--- config.mk ---
export PLATFORM = sky130hd
export DESIGN_NAME = o1_priority_task_scheduler
export DESIGN_NICKNAME = d
export VERILOG_FILES = /design/src/rtl/core/o1ps_pkg.sv /design/src/rtl/core/o1ps_ram.sv /design/src/rtl/core/o1ps_ctrl.sv /design/src/rtl/core/o1ps_dp.sv /design/src/rtl/core/o1_priority_task_scheduler.sv
export SDC_FILE = /design/constraint.sdc
export NUM_CORES = 2
export LEC_CHECK = 0
export BUFFER_PORTS_ARGS = -buffer_cell sky130_fd_sc_hd__clkbuf_2
export CAP_MARGIN = 10
export CORE_MARGIN = 4
export CORE_UTILIZATION = 30
export DETAILED_ROUTE_END_ITERATION = 8
export GPL_ROUTABILITY_DRIVEN = 1
export PLACE_DENSITY_LB_ADDON = 0.08
export SKIP_LAST_GASP = 1
export SYNTH_ARGS = -nofsm -noshare
export SYNTH_HDL_FRONTEND = slang
export SYNTH_HIERARCHICAL = 1
export SYNTH_SLANG_ARGS = --single-unit
export TNS_END_PERCENT = 1
--- constraint.sdc ---
create_clock -name clk -period 5.5 [get_ports clk]
set_clock_uncertainty 0.2 [all_clocks]
set_input_delay 0.55 -clock clk [delete_from_list [all_inputs] [get_ports clk]]
set_output_delay 0.55 -clock clk [all_outputs]
set_load 0.01 [all_outputs]
--- src/rtl/core/o1ps_pkg.sv ---
// Shared types, codes and constants of the O(1) priority task scheduler.
`default_nettype none
package o1ps_pkg;

  localparam int NUM_PRIO_DEF  = 32;
  localparam int NUM_TASKS_DEF = 64;

  localparam int FUNC_W  = 2;
  localparam int ID_W    = 6;
  localparam int PRIO_W  = 5;
  localparam int SLICE_W = 9;
  localparam int STAT_W  = 2;

  localparam logic [FUNC_W-1:0] FUNC_ENQ  = 2'd0;
  localparam logic [FUNC_W-1:0] FUNC_PICK = 2'd1;
  localparam logic [FUNC_W-1:0] FUNC_TICK = 2'd2;

  localparam logic [STAT_W-1:0] ST_OK       = 2'd0;
  localparam logic [STAT_W-1:0] ST_EMPTY    = 2'd1;
  localparam logic [STAT_W-1:0] ST_BAD_PRIO = 2'd2;

  // controller -> datapath
  typedef struct packed {
    logic accept;
    logic enq_wr;
    logic pk_link;
    logic pk_done;
  } cmd_t;

  // datapath -> controller
  typedef struct packed {
    logic enq_go;
    logic pick_go;
  } stat_t;

  function automatic logic signed [SLICE_W-1:0] sat_m1(input logic signed [SLICE_W-1:0] v);
    return (v < -9'sd1) ? -9'sd1 : v;
  endfunction

endpackage
`default_nettype wire

--- src/rtl/core/o1ps_ram.sv ---
// Generic single-write, single-read RAM with registered read data.
`default_nettype none
module o1ps_ram #(
  parameter int WIDTH = 8,
  parameter int DEPTH = 64
) (
  input  wire logic                             clk,
  input  wire logic                             we,
  input  wire logic [$clog2(DEPTH)-1:0]         waddr,
  input  wire logic [WIDTH-1:0]                 wdata,
  input  wire logic [$clog2(DEPTH)-1:0]         raddr,
  output logic      [WIDTH-1:0]                 rdata
);

  logic [WIDTH-1:0] mem [DEPTH];

  always_ff @(posedge clk) begin
    if (we) begin
      mem[waddr] <= wdata;
    end
    rdata <= mem[raddr];
  end

endmodule
`default_nettype wire

--- src/rtl/core/o1ps_ctrl.sv ---
// Sequencing state machine of the scheduler.
`default_nettype none
module o1ps_ctrl import o1ps_pkg::*; (
  input  wire logic  clk,
  input  wire logic  rst,
  input  wire logic  start,
  input  wire stat_t st,
  output logic       busy,
  output cmd_t       cmd
);

  typedef enum logic [3:0] {
    S_IDLE    = 4'b0001,
    S_ENQ     = 4'b0010,
    S_PK_LINK = 4'b0100,
    S_PK_DONE = 4'b1000
  } state_t;

  state_t state, state_next;

  always_comb begin
    state_next  = state;
    cmd         = '0;
    unique case (state)
      S_IDLE: begin
        if (start) begin
          cmd.accept = 1'b1;
          if (st.enq_go) begin
            state_next = S_ENQ;
          end else if (st.pick_go) begin
            state_next = S_PK_LINK;
          end
        end
      end
      S_ENQ: begin
        cmd.enq_wr = 1'b1;
        state_next = S_IDLE;
      end
      S_PK_LINK: begin
        cmd.pk_link = 1'b1;
        state_next  = S_PK_DONE;
      end
      S_PK_DONE: begin
        cmd.pk_done = 1'b1;
        state_next  = S_IDLE;
      end
      default: state_next = S_IDLE;
    endcase
  end

  always_ff @(posedge clk) begin
    if (rst) begin
      state <= S_IDLE;
    end else begin
      state <= state_next;
    end
  end

  assign busy = (state != S_IDLE);

  a_enq_one: assert property (@(posedge clk) disable iff (rst)
    state == S_ENQ |=> state == S_IDLE) else $error("enqueue write not single cycle");
  a_pick_seq: assert property (@(posedge clk) disable iff (rst)
    state == S_PK_LINK |=> state == S_PK_DONE) else $error("pick sequence broken");
  a_accept_idle: assert property (@(posedge clk) disable iff (rst)
    cmd.accept |-> !busy) else $error("transaction accepted while busy");

endmodule
`default_nettype wire

--- src/rtl/core/o1ps_dp.sv ---
// Scheduler datapath: queue memories, occupancy bitmaps, counts, result registers.
`default_nettype none
module o1ps_dp import o1ps_pkg::*; #(
  parameter int NUM_PRIO  = NUM_PRIO_DEF,
  parameter int NUM_TASKS = NUM_TASKS_DEF
) (
  input  wire logic                      clk,
  input  wire logic                      rst,
  input  wire cmd_t                      cmd,
  input  wire logic [FUNC_W-1:0]         func,
  input  wire logic [ID_W-1:0]           task_id,
  input  wire logic [PRIO_W-1:0]         task_prio,
  input  wire logic signed [SLICE_W-1:0] slice_in,
  output stat_t                          st,
  output logic                           done,
  output logic [ID_W-1:0]                picked_task,
  output logic signed [SLICE_W-1:0]      slice_out,
  output logic                           resched,
  output logic [STAT_W-1:0]              status
);

  localparam int IW    = (NUM_TASKS > 1) ? $clog2(NUM_TASKS) : 1;
  localparam int PW    = (NUM_PRIO > 1) ? $clog2(NUM_PRIO) : 1;
  localparam int QD    = 2 * NUM_PRIO;
  localparam int QW    = $clog2(QD);
  localparam int CNT_W = 16;
  localparam int IDS   = 2 ** ID_W;

  function automatic logic [QW-1:0] qaddr(input logic a, input logic [PW-1:0] p);
    return a ? (QW'(NUM_PRIO) + QW'(p)) : QW'(p);
  endfunction

  // task id reduced modulo the task count, as a constant table
  logic [IW-1:0] id_tab [IDS];
  for (genvar g = 0; g < IDS; g++) begin : g_idtab
    assign id_tab[g] = IW'(g % NUM_TASKS);
  end

  logic [NUM_PRIO-1:0] occ [2];
  logic [CNT_W-1:0]    cnt [2];
  logic                act;

  logic [QW-1:0] q_r;
  logic [IW-1:0] id_r, h_r, t_r;
  logic [PW-1:0] p_r;
  logic          arr_r;

  logic [IW-1:0] head_rd, tail_rd, link_rd;

  logic [IW-1:0] id_m;
  logic          prio_ok, enq_arr, a_sel, found, pick_ok;
  logic [PW-1:0] pi, pf;
  logic [QW-1:0] q_in;
  logic signed [SLICE_W-1:0] enq_slice, tick_slice;
  logic          occ_bit;

  always_comb begin
    id_m    = id_tab[task_id];
    prio_ok = (task_prio != '0) && (32'(task_prio) < 32'(NUM_PRIO));
    pi      = PW'(task_prio);
    enq_arr = (slice_in < 0) ? ~act : act;
    a_sel   = (cnt[act] == '0) ? ~act : act;
    found   = 1'b0;
    pf      = '0;
    for (int i = NUM_PRIO - 1; i >= 0; i--) begin
      if (occ[a_sel][i]) begin
        found = 1'b1;
        pf    = PW'(i);
      end
    end
    pick_ok = (cnt[a_sel] != '0) && found;
    q_in    = (func == FUNC_PICK) ? qaddr(a_sel, pf) : qaddr(enq_arr, pi);

    // new task with a zero slice gets NUM_PRIO - prio
    if (prio_ok && slice_in == 0) begin
      enq_slice = SLICE_W'(32'(NUM_PRIO) - 32'(task_prio));
    end else begin
      enq_slice = sat_m1(slice_in);
    end
    tick_slice = sat_m1((slice_in >= 0) ? slice_in - 9'sd1 : slice_in);

    st.enq_go  = (func == FUNC_ENQ) && prio_ok;
    st.pick_go = (func == FUNC_PICK) && pick_ok;
    occ_bit    = occ[arr_r][p_r];
  end

  logic          head_we, tail_we, link_we;
  logic [IW-1:0] head_wd;
  logic [QW-1:0] q_rd;

  assign q_rd    = cmd.accept ? q_in : q_r;
  assign head_we = (cmd.enq_wr && !occ_bit) || (cmd.pk_done && h_r != t_r);
  assign head_wd = cmd.enq_wr ? id_r : link_rd;
  assign tail_we = cmd.enq_wr;
  assign link_we = cmd.enq_wr && occ_bit;

  o1ps_ram #(.WIDTH(IW), .DEPTH(QD)) u_head (
    .clk(clk), .we(head_we), .waddr(q_r), .wdata(head_wd), .raddr(q_rd), .rdata(head_rd)
  );
  o1ps_ram #(.WIDTH(IW), .DEPTH(QD)) u_tail (
    .clk(clk), .we(tail_we), .waddr(q_r), .wdata(id_r), .raddr(q_rd), .rdata(tail_rd)
  );
  o1ps_ram #(.WIDTH(IW), .DEPTH(NUM_TASKS)) u_link (
    .clk(clk), .we(link_we), .waddr(tail_rd), .wdata(id_r), .raddr(head_rd), .rdata(link_rd)
  );

  // transaction registers and result fields
  always_ff @(posedge clk) begin
    if (cmd.accept) begin
      q_r   <= q_in;
      id_r  <= id_m;
      p_r   <= (func == FUNC_PICK) ? pf : pi;
      arr_r <= (func == FUNC_PICK) ? a_sel : enq_arr;
      picked_task <= '0;
      slice_out   <= '0;
      resched     <= 1'b0;
      status      <= ST_OK;
      case (func)
        FUNC_ENQ: begin
          slice_out <= enq_slice;
          status    <= prio_ok ? ST_OK : ST_BAD_PRIO;
        end
        FUNC_PICK: begin
          status <= pick_ok ? ST_OK : ST_EMPTY;
        end
        FUNC_TICK: begin
          slice_out <= tick_slice;
          resched   <= tick_slice[SLICE_W-1];
        end
        default: ;
      endcase
    end
    if (cmd.pk_link) begin
      h_r <= head_rd;
      t_r <= tail_rd;
    end
    if (cmd.pk_done) begin
      picked_task <= ID_W'(h_r);
    end
  end

  always_ff @(posedge clk) begin
    if (rst) begin
      occ[0] <= '0;
      occ[1] <= '0;
      cnt[0] <= '0;
      cnt[1] <= '0;
      act    <= 1'b0;
      done   <= 1'b0;
    end else begin
      done <= (cmd.accept && !st.enq_go && !st.pick_go) || cmd.enq_wr || cmd.pk_done;
      if (cmd.accept && func == FUNC_PICK) begin
        act <= a_sel;
      end
      if (cmd.enq_wr) begin
        occ[arr_r][p_r] <= 1'b1;
        cnt[arr_r]      <= cnt[arr_r] + 1'b1;
      end
      if (cmd.pk_done) begin
        if (h_r == t_r) begin
          occ[arr_r][p_r] <= 1'b0;
        end
        cnt[arr_r] <= cnt[arr_r] - 1'b1;
      end
    end
  end

  a_pick_occ: assert property (@(posedge clk) disable iff (rst)
    cmd.pk_done |-> occ[arr_r][p_r] && cnt[arr_r] != '0) else $error("pick on empty level");
  a_enq_set: assert property (@(posedge clk) disable iff (rst)
    cmd.enq_wr |=> occ[$past(arr_r)][$past(p_r)]) else $error("enqueue left level empty");
  a_empty_zero: assert property (@(posedge clk) disable iff (rst)
    done && status == ST_EMPTY |-> picked_task == '0) else $error("empty pick returned a task");

endmodule
`default_nettype wire

--- src/rtl/core/o1_priority_task_scheduler.sv ---
// O(1) priority task scheduler: active/expired arrays of per-priority FIFOs.
// Tick, no-op, bad-priority enqueue, empty pick: result is registered on accept.
// Enqueue: tail read, then link/head/tail write. Pick: head/tail read, link read,
// then update; these steps are set by the registered queue RAM reads.
// One transaction at a time; done pulses one cycle with the result, no backpressure.
// Synchronous reset empties both arrays and makes array 0 active; RAMs are not cleared.
`default_nettype none
module o1_priority_task_scheduler import o1ps_pkg::*; #(
  parameter int NUM_PRIO  = NUM_PRIO_DEF,
  parameter int NUM_TASKS = NUM_TASKS_DEF
) (
  input  wire logic                      clk,
  input  wire logic                      rst,
  input  wire logic                      start,
  output logic                           busy,
  input  wire logic [FUNC_W-1:0]         func,
  input  wire logic [ID_W-1:0]           task_id,
  input  wire logic [PRIO_W-1:0]         task_prio,
  input  wire logic signed [SLICE_W-1:0] slice_in,
  output logic                           done,
  output logic [ID_W-1:0]                picked_task,
  output logic signed [SLICE_W-1:0]      slice_out,
  output logic                           resched,
  output logic [STAT_W-1:0]              status
);

  cmd_t  cmd;
  stat_t st;

  o1ps_ctrl u_ctrl (
    .clk(clk), .rst(rst), .start(start), .st(st), .busy(busy), .cmd(cmd)
  );

  o1ps_dp #(.NUM_PRIO(NUM_PRIO), .NUM_TASKS(NUM_TASKS)) u_dp (
    .clk(clk), .rst(rst), .cmd(cmd), .func(func), .task_id(task_id),
    .task_prio(task_prio), .slice_in(slice_in), .st(st), .done(done),
    .picked_task(picked_task), .slice_out(slice_out), .resched(resched), .status(status)
  );

endmodule
`default_nettype wire

After elaboration in Yosys (flattened, before gate mapping)
Memories as Yosys holds them, arrays and structs flattened. A register that Yosys moved wholly into a read port is not among the register bits.
Index checks and enable logic that the tools add are counted.
{"block": "totals", "inputBits": 25, "memories": 6, "mem_bits_rw": 1248, "ff_bits": 48, "romBits": 384}
{"block": "classes", "addsub": 6, "n_bitwise": 35, "muxes": 157, "eq_ne": 11, "n_reduce_logical": 26, "n_lt_le_gt_ge": 6}
{"name": "(no name shown)", "depth": 64, "width": 6, "read_ports": 1, "rd_ports_with_merged_regs": 1, "wr": 0, "line": "o1ps_dp.sv:58", "rtl": "id_m = id_tab[task_id];"}
{"name": "u_dp.u_head.mem", "depth": 64, "width": 6, "read_ports": 1, "rd_ports_with_merged_regs": 1, "wr": 1, "line": "o1ps_ram.sv:15", "rtl": "logic [WIDTH-1:0] mem [DEPTH];"}
{"name": "u_dp.u_link.mem", "depth": 64, "width": 6, "read_ports": 1, "rd_ports_with_merged_regs": 1, "wr": 1, "line": "o1ps_ram.sv:15"}
{"name": "u_dp.u_tail.mem", "depth": 64, "width": 6, "read_ports": 1, "rd_ports_with_merged_regs": 1, "wr": 1, "line": "o1ps_ram.sv:15"}
{"name": "u_dp.occ", "depth": 2, "width": 32, "read_ports": 2, "rd_ports_with_merged_regs": 1, "wr": 2, "line": "o1ps_dp.sv:39", "rtl": "logic [NUM_PRIO-1:0] occ [2];"}
{"name": "u_dp.cnt", "depth": 2, "width": 16, "read_ports": 3, "rd_ports_with_merged_regs": 2, "wr": 2, "line": "o1ps_dp.sv:40", "rtl": "logic [CNT_W-1:0] cnt [2];"}
{"cell": "5-bit 2-to-1 mux", "count": 33}
{"cell": "32-bit 2-to-1 mux", "count": 4}
{"cell": "1-bit 2-to-1 mux", "count": 98}
{"cell": "6-bit 2-to-1 mux", "count": 7}
{"cell": "9-bit 2-to-1 mux", "count": 4}
{"cell": "1-bit bitwise OR", "count": 33}
{"cell": "32-bit zero test", "count": 1}
{"cell": "16-bit 2-to-1 mux", "count": 2}
{"cell": "32-bit OR reduction", "count": 1}
{"cell": "9-bit by 1-bit less-than comparator with 1-bit output (second input constant)", "count": 3}
{"cell": "9-bit one-hot mux with 2 select lines", "count": 1}
{"cell": "16-bit by 1-bit adder with 16-bit output (second input constant)", "count": 1}
{"cell": "16-bit zero test", "count": 1}
{"cell": "16-bit nonzero test", "count": 1}
{"cell": "16-bit OR reduction", "count": 1}
{"cell": "16-bit by 1-bit subtractor with 16-bit output (second input constant)", "count": 1}
{"cell": "6-bit by 5-bit adder with 6-bit output (first input constant)", "count": 2}
{"cell": "4-bit 2-to-1 mux", "count": 3}
{"cell": "1-bit logical AND", "count": 11}
{"cell": "9-bit by 1-bit >= comparator with 1-bit output (second input constant)", "count": 1}
{"cell": "9-bit by 2-bit subtractor with 9-bit output (second input constant)", "count": 1}
{"cell": "4-bit one-hot mux with 2 select lines", "count": 1}
{"cell": "6-bit NOT with 7-bit output", "count": 1}
{"cell": "6-bit by 5-bit subtractor with 7-bit output (first input constant)", "count": 1}
{"cell": "other kinds (24)", "count": 28}

Logic depth before layout (Yosys ltp)
An unclocked memory read counts as a cell.
{"block": "depth", "depth_word": 41, "depth_mapped": 17, "mapped_depth_nobuf": 13}

Hierarchy
The synthesis kept the hierarchy.
{"module": "o1ps_ram", "seq_area_each_um2": 11651.2, "cells_each": 720, "instances": 3, "area_per_inst_um2": 15225.9}
{"module": "o1ps_dp", "seq_area_each_um2": 4344.2, "cells_each": 887, "instances": 1, "area_per_inst_um2": 8997.4}
{"module": "o1ps_ctrl", "seq_area_each_um2": 80.1, "cells_each": 18, "instances": 1, "area_per_inst_um2": 201.4}

Least setup slack after synthesis
OpenSTA, ideal clock, no wires.
{"block": "synth_path", "kind": "flip-flop to flip-flop", "from": "mem u_dp.cnt[1][13]", "to": "reg u_dp.u_head.rdata[0], read port of u_dp.u_head.mem", "path_slack_ps": 1056, "arrival_time_ps": 4127, "path_stages_with_launch": 18, "required_time_ps": 5183, "path_buffers": 5, "setup_ps": 117, "path_cell_list": "edfxtp_1 nor4_1 nand4_2 mux2i_4 xor2_2 buf_6 buf_4 mux2_1 a221oi_2 o21ai_1 a21oi_1 buf_6 buf_6 buf_4 mux4_2 o22ai_1 o21ai_1 a32o_1"}
{"element": "start, declared", "line": "o1ps_dp.sv:40"}
{"element": "end, declared", "line": "o1ps_ram.sv:12", "rtl": "output logic [WIDTH-1:0] rdata"}

==> impl_metrics.toml <==
[worst_setup_path]
worst-path-max-fanout = 37
crit_arrival_ns = 5.74
required_ns = 5.96
reg2regPathDepth = 15
end_kind = "flop"
start_kind = "flop"
crit_type = "reg -> reg"

[placement]
portBuffers = 44
gp_congestion = 0.8355
place_area_sq_mm = 0.05859
numPlacedInstances = 5474
hpwl_um = 98880

[floorplanning]
core-area_sq_mm = 0.1813
die_w_um = 435.7
die_y_um = 435.7
start_util = 0.3026
die_area_sq_mm = 0.1898
row_count = 156
io_pins = 45

[clocking]
clk_pin_slew_ns = 0.06
clock_path_buffers = 3
clk_latency_ns = 0.79
cts_setup_buffers = 0
cts_root_buf = "clkbuf_16"
cts_buffers = 150
h-tree-depth = 4
cts_tree = "done"
cts.sinks = 1322

[synthesis]
seq_area_frac_synth = 0.7176
synth-async-reset-ratio = 0
synth.area.top_cells = "edfxtp_1 (71%), mux4_2 (11%), nor2_1 (2.6%)"
dominantRegCellSynth = "edfxtp_1"
yosys.cell_types.count = 85
syn_inst = 3065
synth_commonest_cells = "edfxtp_1 (1290), nor2_1 (373), mux4_2 (277)"
ys_ff_latch = 1322
synth_top_area_share = 0.7059
syn-num-nets = 3110
yosysTopAreaCell = "edfxtp_1"
synth_most_common_cell = "edfxtp_1"
netlist_area_sq_mm = 0.05488
synth_edf_count = 1290
yosysWarnings = 6
syn_avg_cell_area_sq_um = 17.90

[global_routing]
antenna_found_initial = 2
grt_max_degree = 97
grt_overflow = 0
track_usage = 0.1579
first_global_vias = 30830
grt_pass1_wl_um = 220500

[pwr]
p_per_area_mw_per_mm2 = 408.0
p_leak_nw = 19.98
ir_drop_v = 0.0002796

[timing]
tightest_slew_ns = 1.186
finalCritPeriodShare = 0.9605
finalSetupViolCount = 0
maxSlewHeadroom = 0.2075
period_needed_ns = 5.283
rsz0062_at_grt = "true"
hold_viol_final = 0
fmax_mhz = 189.3
slew_viol_final = 0

[finish]
fin_cells = 5757
nets = 3309
drive_gt1_frac = 0.2327
area_delta_synth_final_pct = 15.62
final_util = 0.3499
stdcell_area_sq_mm = 0.06345

[detailed_routing]
drcViolationCount = 0
wl_um = 151600
wire_per_inst_um = 26.34
vias = 29460
wl_met2_um = 73650
wl_met3_um = 7144
topRoutingLayerUsed = "met4"
dr.first_iter.drc_count = 2667
ant_nets = 0
viasPerCell = 5.117
drt_pass1_iterations = 6
met1_length_um = 67560

[worst_hold_path]
hold_path_depth = 4
worstHoldPathType = "in -> reg"

[run_status]
status = "finished, final reports clean"

[job]
cap_violations = 0
worst max-delay path: stages, from the launching register on:
cell and delay (ns):
edfxtp_1 0.38, nor4_1 0.48, nand4_2 0.24, mux2i_4 0.25
xor2_2 0.21, buf_12 0.21, mux2_1 0.36, a221oi_2 0.26
o21ai_1 0.19, a21oi_4 0.19, buf_12 0.20, buf_12 0.30
mux4_2 0.57, mux2i_1 0.56, o221ai_1 0.21, o22a_1 0.23
cell families after synthesis:
kind of cell	count (synthesis)	synth area share
compound gates	327	0.04143
xor+xnor	33	0.005404
fa+ha+maj	20	0.004697
buf+inv	192	0.01915
flops	1322	0.7176
mux	418	0.1462
simple gates	753	0.06553
through the flow:
step	setup WS, ns	TNS (ns)	total power, W	hold slack (ns)
CTS	0.08295	0	0.02636	0.02673
detailed placement	0.1341	0	0.01654	0.4123
global route	-0.02870	-0.02870	0.02700	0.07536
floorplan	1.056	0	0.01473	0.2029
global placement	0.2045	0	0.01649	0.4135
finish	0.2171	0	0.02589	0.09435
sequential cells by signal (all words and copies together) (netlist names), 9 cells and up, named ones only:
register and cells:
u_dp/slice_out 9, u_dp/cnt 32, u_dp/occ 64, u_dp/u_link/mem 384, u_dp/u_head/mem 384, u_dp/u_tail/mem 384
layout by cell type, fill, tap and decap left out, drive strengths merged, types with 16 or more instances in the layout:
cell | synthesis | layout
a211oi | 21 | 21
o22ai | 45 | 45
clkbuf | 86 | 244
a21oi | 54 | 54
dfxtp | 32 | 32
nor4 | 28 | 28
mux4 | 295 | 295
nand2 | 84 | 84
a21o | 21 | 21
xor2 | 17 | 17
mux2 | 55 | 55
nor3 | 44 | 44
nand3 | 52 | 52
ha | 19 | 19
buf | 78 | 159
nand2b | 24 | 24
clkinv | 0 | 53
o21ai | 65 | 65
o22a | 18 | 18
inv | 28 | 32
mux2i | 68 | 68
edfxtp | 1290 | 1290
nor2 | 373 | 373
xnor2 | 16 | 16
o221ai | 27 | 27
nor2b | 38 | 38
routing by layer:
| layer | vias up | GRT usage |
|---|---|---|
| met1 | 15650 | 0.2152 |
| met5 | - | 0 |
| li1 | 12840 | - |
| met3 | 207 | 0.02815 |
| met4 | 0 | 0.04136 |
| met2 | 763 | 0.2612 |
path summary, 6_finish.rpt:
kind                   start  slack (ns)              endpoint
max          u_dp/cnt[0][13]        0.22  u_dp/u_tail/rdata[4]
min             task_prio[1]        0.09           u_dp/p_r[1]
max reg2reg  u_dp/cnt[0][13]        0.22  u_dp/u_tail/rdata[4]
min reg2reg      u_dp/h_r[0]        0.40   u_dp/picked_task[0]
cell type report:
| class | instances | area [sq um] |
|---|---|---|
| Antenna cell | 1 | 2.502 |
| Clock buffer | 200 | 4088 |
| Clock inverter | 74 | 686.9 |
| Fill cell | 16920 | 117900 |
| Inverter | 28 | 105.1 |
| Multi-Input combinational cell | 1551 | 14530 |
| Sequential cell | 1322 | 39390 |
| Tap cell | 2370 | 2965 |
| Timing Repair Buffer | 211 | 1682 |
power by group:
part           total (W)  switching [W]  internal [W]
Combinational    0.00416        0.00254       0.00162
Clock            0.00968        0.00399       0.00570
Sequential        0.0120       0.000406        0.0116
Total             0.0259        0.00693        0.0190
what timing repair did:
item                       in CTS  in global routing
hold buffers                    8                  0
gates resized for setup         0                  1
hold endpoints to repair       12                  0
setup endpoints to repair       0                  2
Power figures use the tool's default switching activity.
